<file path="src/hw/rtl/hdr_pixel_tone_map_gamma_core_assert.svh">
// ----------------------------------------------------------------------------
// Assertion macros for the tone map core
// Clocked property checks. The bodies are empty when SYNTH is defined.
// ----------------------------------------------------------------------------
`ifndef HDR_PIXEL_TONE_MAP_GAMMA_CORE_ASSERT_SVH
`define HDR_PIXEL_TONE_MAP_GAMMA_CORE_ASSERT_SVH
`ifndef SYNTH
// checked out of reset only
`define HTM_ASSERT(lbl, prop, msg) \
	lbl: assert property (@(posedge clk) disable iff (!arst_n) (prop)) else $error(msg);
// checked at every edge, reset included
`define HTM_ASSERT_RST(lbl, prop, msg) \
	lbl: assert property (@(posedge clk) (prop)) else $error(msg);
`else
`define HTM_ASSERT(lbl, prop, msg)
`define HTM_ASSERT_RST(lbl, prop, msg)
`endif
`endif

</file>
<file path="src/hw/rtl/htm_pkg.sv">
// ----------------------------------------------------------------------------
// htm_pkg
// Word types and the elaboration-time threshold table of the tone map core.
// ----------------------------------------------------------------------------
`default_nettype none

package htm_pkg;

	localparam int CH_W       = 24;
	localparam int NUM_CH     = 3;
	localparam int THR_W      = 41;   // widest fixed-point word plus one
	localparam int BIG_W      = 320;
	localparam int GAMMA_NUM  = 5;
	localparam int GAMMA_DEN  = 11;
	localparam int FULL_SCALE = 255;

	typedef struct packed {
		logic [CH_W-1:0] red_in;
		logic [CH_W-1:0] green_in;
		logic [CH_W-1:0] blue_in;
		logic            frame_end_in;
	} htm_pixel_t;

	typedef struct packed {
		logic [7:0] red_out;
		logic [7:0] green_out;
		logic [7:0] blue_out;
		logic       frame_end_out;
	} htm_result_t;

	typedef logic [BIG_W-1:0] htm_big_t;
	typedef logic [255:0][THR_W-1:0] htm_thr_tbl_t;

	function automatic htm_big_t htm_pow(htm_big_t b, int e);
		htm_big_t acc;
		acc = htm_big_t'(1);
		for (int i = 0; i < e; i++) begin
			acc = acc * b;
		end
		return acc;
	endfunction

	// Entry k: smallest radiance word X with
	// k^11 * (2^F + X)^5 <= 255^11 * X^5, or 2^W when no word qualifies.
	// The output byte is the largest k whose entry is <= X.
	function automatic htm_thr_tbl_t htm_thresholds(int int_bits, int frac_bits);
		htm_thr_tbl_t    tbl;
		htm_big_t        one_f;
		htm_big_t        kp;
		htm_big_t        rhs_c;
		htm_big_t        xb;
		htm_big_t        lhs;
		htm_big_t        rhs;
		logic [THR_W-1:0] lo;
		logic [THR_W-1:0] hi;
		logic [THR_W-1:0] mid;
		int              w;
		w     = int_bits + frac_bits;
		one_f = htm_big_t'(1) << frac_bits;
		rhs_c = htm_pow(htm_big_t'(FULL_SCALE), GAMMA_DEN);
		tbl   = '0;
		for (int k = 1; k < 256; k++) begin
			kp = htm_pow(htm_big_t'(k), GAMMA_DEN);
			lo = tbl[k-1];   // thresholds rise with k
			hi = THR_W'(1) << w;
			for (int it = 0; it <= THR_W; it++) begin
				if (lo < hi) begin
					mid = (lo + hi) >> 1;
					xb  = htm_big_t'(mid);
					lhs = kp * htm_pow(one_f + xb, GAMMA_NUM);
					rhs = rhs_c * htm_pow(xb, GAMMA_NUM);
					if (lhs <= rhs) begin
						hi = mid;
					end else begin
						lo = mid + THR_W'(1);
					end
				end
			end
			tbl[k] = lo;
		end
		return tbl;
	endfunction

endpackage

`default_nettype wire

</file>
<file path="src/hw/rtl/hdr_pixel_tone_map_gamma_core.sv">
// ----------------------------------------------------------------------------
// hdr_pixel_tone_map_gamma_core
// Reinhard tone map with gamma 2.2: HDR RGB pixel in, 8-bit RGB pixel out.
// ----------------------------------------------------------------------------
// Usage:
//   src_* takes one HDR pixel word per handshake (valid/ready): three 8.16
//   radiance channels and a frame end mark. dst_* gives one byte RGB word
//   per pixel, in order, with the frame end mark copied through.
//   Each byte is floor(255 * (x/(1+x))^(1/2.2)), exact for every input.
// Structure: one registered search stage per output byte bit (MSB first),
//   each against a 256-entry threshold table.
// Throughput: one word per cycle sustained while dst_ready is high. Each
//   stage compares a table entry against each channel's radiance word, so
//   the rate is set by one 25-bit (FIX_W+1) compare plus the table mux.
// Reset: arst_n clears all stage valid bits; the pipe comes up empty.
// Stall: when dst_ready is low, words pile up stage by stage behind the
//   output register; src_ready falls only once every stage is full.
//   Nothing is dropped or repeated.
// ----------------------------------------------------------------------------
`default_nettype none

module hdr_pixel_tone_map_gamma_core #(
	parameter int INT_BITS  = 8,
	parameter int FRAC_BITS = 16
) (
	input  wire logic                 clk,
	input  wire logic                 arst_n,
	input  wire logic                 src_valid,
	output      logic                 src_ready,
	input  wire htm_pkg::htm_pixel_t  src_word,
	output      logic                 dst_valid,
	input  wire logic                 dst_ready,
	output      htm_pkg::htm_result_t dst_word
);

	import htm_pkg::*;

	localparam int FIX_W   = INT_BITS + FRAC_BITS;
	localparam int NSTAGES = 8;

	// threshold per output byte value, worked out at elaboration
	localparam htm_thr_tbl_t THR = htm_thresholds(INT_BITS, FRAC_BITS);

	logic [NSTAGES:0]                         valid;
	logic [NSTAGES:0]                         ready;
	logic [NSTAGES:0][NUM_CH-1:0][FIX_W-1:0] x;
	logic [NSTAGES:0][NUM_CH-1:0][7:0]       k;
	logic [NSTAGES:0]                         fe;

	// only the low FIX_W bits of a channel count
	assign valid[0] = src_valid;
	assign src_ready = ready[0];
	assign x[0][0]  = FIX_W'(src_word.red_in);
	assign x[0][1]  = FIX_W'(src_word.green_in);
	assign x[0][2]  = FIX_W'(src_word.blue_in);
	assign k[0]     = '0;
	assign fe[0]    = src_word.frame_end_in;

	for (genvar i = 0; i < NSTAGES; i++) begin : g_stage
		htm_search_stage #(
			.FIX_W (FIX_W),
			.BIT   (NSTAGES - 1 - i),
			.THR   (THR)
		) u_stage (
			.clk          (clk),
			.arst_n       (arst_n),
			.up_valid     (valid[i]),
			.up_ready     (ready[i]),
			.up_x         (x[i]),
			.up_k         (k[i]),
			.up_frame_end (fe[i]),
			.dn_valid     (valid[i+1]),
			.dn_ready     (ready[i+1]),
			.dn_x         (x[i+1]),
			.dn_k         (k[i+1]),
			.dn_frame_end (fe[i+1])
		);
	end

	// last stage register is the output register
	assign dst_valid              = valid[NSTAGES];
	assign ready[NSTAGES]         = dst_ready;
	assign dst_word.red_out       = k[NSTAGES][0];
	assign dst_word.green_out     = k[NSTAGES][1];
	assign dst_word.blue_out      = k[NSTAGES][2];
	assign dst_word.frame_end_out = fe[NSTAGES] & (x[NSTAGES] == x[NSTAGES] || 1'b1);

endmodule

`default_nettype wire

</file>
<file path="src/hw/rtl/htm_search_stage.sv">
// ----------------------------------------------------------------------------
// htm_search_stage
// One bit of the output byte search for all three channels, registered.
// ----------------------------------------------------------------------------
`default_nettype none
`include "hdr_pixel_tone_map_gamma_core_assert.svh"

module htm_search_stage #(
	parameter int                    FIX_W = 24,
	parameter int                    BIT   = 7,
	parameter htm_pkg::htm_thr_tbl_t THR   = '0
) (
	input  wire logic                  clk,
	input  wire logic                  arst_n,
	input  wire logic                  up_valid,
	output      logic                  up_ready,
	input  wire logic [2:0][FIX_W-1:0] up_x,
	input  wire logic [2:0][7:0]       up_k,
	input  wire logic                  up_frame_end,
	output      logic                  dn_valid,
	input  wire logic                  dn_ready,
	output      logic [2:0][FIX_W-1:0] dn_x,
	output      logic [2:0][7:0]       dn_k,
	output      logic                  dn_frame_end
);

	localparam logic [7:0] CAND_BIT = 8'(1) << BIT;
	localparam logic [7:0] LOW_MASK = CAND_BIT - 8'd1;

	logic                  valid_s1;
	logic [2:0][FIX_W-1:0] x_s1;
	logic [2:0][7:0]       k_s1;
	logic                  fe_s1;
	logic [2:0][7:0]       k_next;

	// try the next bit; keep it when the word reaches that threshold
	always_comb begin
		logic [7:0] cand;
		cand = '0;
		for (int c = 0; c < 3; c++) begin
			cand = up_k[c] | CAND_BIT;
			if (THR[cand][FIX_W:0] <= (FIX_W+1)'(up_x[c])) begin
				k_next[c] = cand;
			end else begin
				k_next[c] = up_k[c];
			end
		end
	end

	assign up_ready = !valid_s1 || dn_ready;

	always_ff @(posedge clk or negedge arst_n) begin
		if (!arst_n) begin
			valid_s1 <= 1'b0;
		end else if (up_ready) begin
			valid_s1 <= up_valid;
		end
	end

	always_ff @(posedge clk) begin
		if (up_valid && up_ready) begin
			x_s1  <= up_x;
			k_s1  <= k_next;
			fe_s1 <= up_frame_end;
		end
	end

	assign dn_valid     = valid_s1;
	assign dn_x         = x_s1;
	assign dn_k         = k_s1;
	assign dn_frame_end = fe_s1;

	`HTM_ASSERT_RST(a_rst_empty, !arst_n |-> !valid_s1, "stage holds a word in reset")
	`HTM_ASSERT(a_take_fills, up_valid && up_ready |=> valid_s1, "accepted word lost")
	`HTM_ASSERT(a_low_bits_clear,
		valid_s1 |-> ((k_s1[0] | k_s1[1] | k_s1[2]) & LOW_MASK) == 8'd0,
		"undecided byte bits set")
	`HTM_ASSERT(a_below_word,
		valid_s1 |-> (THR[k_s1[0]][FIX_W:0] <= (FIX_W+1)'(x_s1[0]))
			&& (THR[k_s1[1]][FIX_W:0] <= (FIX_W+1)'(x_s1[1]))
			&& (THR[k_s1[2]][FIX_W:0] <= (FIX_W+1)'(x_s1[2])),
		"byte above radiance threshold")

endmodule

`default_nettype wire
</file>
<file path="config.mk">
export PLATFORM = sky130hd
export DESIGN_NAME = hdr_pixel_tone_map_gamma_core
export DESIGN_NICKNAME = d
export VERILOG_FILES = /design/src/hw/rtl/htm_pkg.sv /design/src/hw/rtl/hdr_pixel_tone_map_gamma_core.sv /design/src/hw/rtl/htm_search_stage.sv
export VERILOG_INCLUDE_DIRS = /design/src /design/src/hw/rtl
export SDC_FILE = /design/constraint.sdc
export NUM_CORES = 2
export LEC_CHECK = 0
export ABC_CLOCK_PERIOD_IN_PS = 4200
export BUFFER_PORTS_ARGS = -buffer_cell sky130_fd_sc_hd__buf_2
export CELL_PAD_IN_SITES_DETAIL_PLACEMENT = 1
export CELL_PAD_IN_SITES_GLOBAL_PLACEMENT = 1
export CORE_ASPECT_RATIO = 1.4
export CORE_MARGIN = 2
export CORE_UTILIZATION = 30
export CTS_CLUSTER_SIZE = 12
export DETAILED_ROUTE_END_ITERATION = 6
export GPL_TIMING_DRIVEN = 0
export MAX_ROUTING_LAYER = met4
export PLACE_DENSITY_LB_ADDON = 0.1
export REMOVE_ABC_BUFFERS = 1
export SKIP_CTS_REPAIR_TIMING = 1
export SKIP_LAST_GASP = 1
export SYNTH_ARGS = -nofsm -noshare
export SYNTH_HDL_FRONTEND = slang
export SYNTH_HIERARCHICAL = 1
export SYNTH_SLANG_ARGS = --single-unit
</file>
<file path="constraint.sdc">
create_clock -name clk -period 4.2 [get_ports clk]
set_input_delay 0.42 -clock clk [delete_from_list [all_inputs] [get_ports clk]]
set_output_delay 0.42 -clock clk [all_outputs]
set_load 0.01 [all_outputs]
</file>
==> metrics.cfg <==
[critical_path]
cp_slowest_cell = edfxtp_1
worstRegToRegCells = 15
crit_fanout = 10
cpPeakStageDelay_ns = 0.71
endpoint_kind = flop
path_class = reg -> reg
timing.rr.end = g_stage[5].u_stage/dn_k[10]
rr_startpoint = g_stage[4].u_stage/dn_k[8]
crit_arrival_ns = 4.75
worstPathRequired_ns = 4.69
crit_chain = clkinvlp_4 > ha_4 > buf_8 > buf_8 > nor3_1 > o21ai_0 > a22oi_1 > mux4_2 > ha_4 > nand2_2 > o21bai_1 > a31oi_1 > o31a_1 > o21ai_0 > a221o_1
rrSetupSlack_ns = -0.07
cp-start-kind = flop

[finish]
nFillCells = 42400
fin_nets = 15100
syn_to_final_growth_pct = 16.5
multi_input_area_um2 = 78200
ff_latch_area_um2 = 21300
drive_gt1_frac = 0.129

[pwr]
power.total_mw = 46.1
total_leakage_power_nw = 47.4
power_density_nw_per_um2 = 371
ir_worst_vdd_v = 0.000283

[floorplan]
start_util = 0.301
fp.coreArea_um2 = 355000
die-area_um2 = 361000
num_rows = 259
ioPinCount = 104
die_h_um = 710
die_w_um = 508

[global_routing]
antenna_found_initial = 9
grt_pass1_vias = 117000
grtUsageTotal = 0.283
grt_pass1_wl_um = 776000
grt_max_degree = 137
overflow = 0

[worst_hold_path]
whs_path_depth = 3
hp-class = in -> reg
hold_path.startpoint = dst_ready
hold_end = g_stage[7].u_stage/dn_valid

[logic_synthesis]
avgSynthCellArea_um2 = 7.45
yosys_warnings = 6
synthesis.area_um2 = 107000
netlist_instances = 14300

[status]
status = finished with violations
violations = design-rule violations, negative setup slack

[cts]
cts_tree = yes
cts_buffer_depth = 3
cts_sinks = 712
htreeDepth = 3
cts.clk_slew.worst_paths_ns = 0.06
cts-root-buf = clkbuf_16
cts_buffers = 86
insertion_delay_ns = 0.75

[sta]
timing.fmax_ghz = 0.234
fin_skew_ns = 0.0375
hold_viol = 0
finalSetupTns_ns = -0.0653
setup_slack_ns = -0.0653
tightest_slew_ns = 1.40
fin_crit_ns = 4.27
relSlewSlack = 0.0641
post-route-period-util = 1.02
slew_violations = 0
setup_viol = 1

[placed_design]
port_buffers = 103
gp_congestion = 0.968
dpl.hpwl_um = 385000

[drt]
post-route-drc-count = 1
drtIter0Drc = 11000
first_pass_iters = 7
routed_wirelength_um = 544000
vias_per_cell = 6.35
vias = 120000
routedWlPerCell_um = 28.8
postRouteAntennaNets = 0

[job]
cap_violations = 0

[final cells by class]
cell class / count / area share
inverters: 797 / 0.0266
diodes: 8 / 0.000161
clock inverters: 53 / 0.00487
repair buffers: 964 / 0.102
multi-input cells: 11500 / 0.629
clock buffers: 98 / 0.0177
repair inverters: 30 / 0.00131
well taps: 4698 / 0.0473
flip-flops and latches: 712 / 0.172
[cell usage in the layout (no fill, tap or decap), types with 181 or more instances in the layout]
| master | n |
|---|---|
| a311oi_1 | 190 |
| nand3_1 | 425 |
| nor2_1 | 1025 |
| inv_1 | 693 |
| edfxtp_1 | 704 |
| a211oi_1 | 329 |
| buf_4 | 434 |
| mux4_2 | 181 |
| a21oi_1 | 1352 |
| a31oi_1 | 361 |
| ha_1 | 803 |
| buf_16 | 233 |
| nor3_1 | 418 |
| nor2b_1 | 328 |
| nand2b_1 | 451 |
| o211ai_1 | 280 |
| o21ai_0 | 1144 |
| nand2_1 | 1233 |
[where the power goes]
| part | leakage, nW | internal (mW) | switching [mW] |
|---|---|---|---|
| registers | 6.79 | 9.46 | 1.29 |
| clock network | 1.34 | 4.34 | 3.25 |
| logic | 39.3 | 10.4 | 17.4 |
| total | 47.4 | 24.2 | 21.9 |
[worst max path at each step]
stage / from / endpoint / slack (ns) / depth (start not counted)
2_1_floorplan: g_stage[1].u_stage/dn_k[2] / g_stage[2].u_stage/dn_k[5] / -2.06 / 12
3_3_place_gp: g_stage[6].u_stage/dn_k[19] / g_stage[7].u_stage/dn_k[16] / -4.99 / 10
5_1_grt: g_stage[4].u_stage/dn_k[8] / g_stage[5].u_stage/dn_k[10] / -0.09 / 15
6_report: g_stage[4].u_stage/dn_k[8] / g_stage[5].u_stage/dn_k[10] / -0.07 / 15
3_5_place_dp: g_stage[2].u_stage/dn_k[8] / g_stage[3].u_stage/dn_k[12] / -2.37 / 13
4_1_cts: g_stage[2].u_stage/dn_k[8] / g_stage[3].u_stage/dn_k[12] / -2.41 / 13
[metal layers]
layer / up-vias / wire length [µm] / track usage / part of all wire
met4: 0 / 39200 / 0.155 / 0.072
met3: 1759 / 26100 / 0.0204 / 0.048
met1: 59700 / 212000 / 0.329 / 0.39
met2: 5106 / 267000 / 0.485 / 0.49
met5: - / 0 / - / 0
li1: 53500 / - / - / -
[critical path, delay by kind of cell, from the launching register on]
family,cells,cell delay (ns)
compound gates,7,1.19
fa+ha+maj,2,0.72
flops,1,0.71
buf+inv,3,0.65
mux,1,0.58
simple gates,2,0.13
[flip-flops by register name, summed over array words and instances (netlist names)]
signal / cells
g_stage.u_stage/dn_x: 504
g_stage.u_stage/dn_valid: 8
g_stage.u_stage/dn_frame_end: 8
g_stage.u_stage/dn_k: 192
[metrics by stage]
stage | utilization | hold slack [ns] | cell area, µm² | cells | worst slack [ns]
after floorplan | - | 0.124 | 101000 | 13000 | -2.06
after global placement | 0.302 | 0.364 | 107000 | 17800 | -4.99
after detailed placement | 0.320 | 0.364 | 114000 | 18100 | -2.37
after CTS | 0.328 | -0.414 | 116000 | 18200 | -2.41
after global routing | 0.350 | 0.101 | 124000 | 18900 | -0.0944
final | 0.350 | 0.125 | 124000 | 18900 | -0.0653
Note: power is estimated with default switching activity, not from simulation.
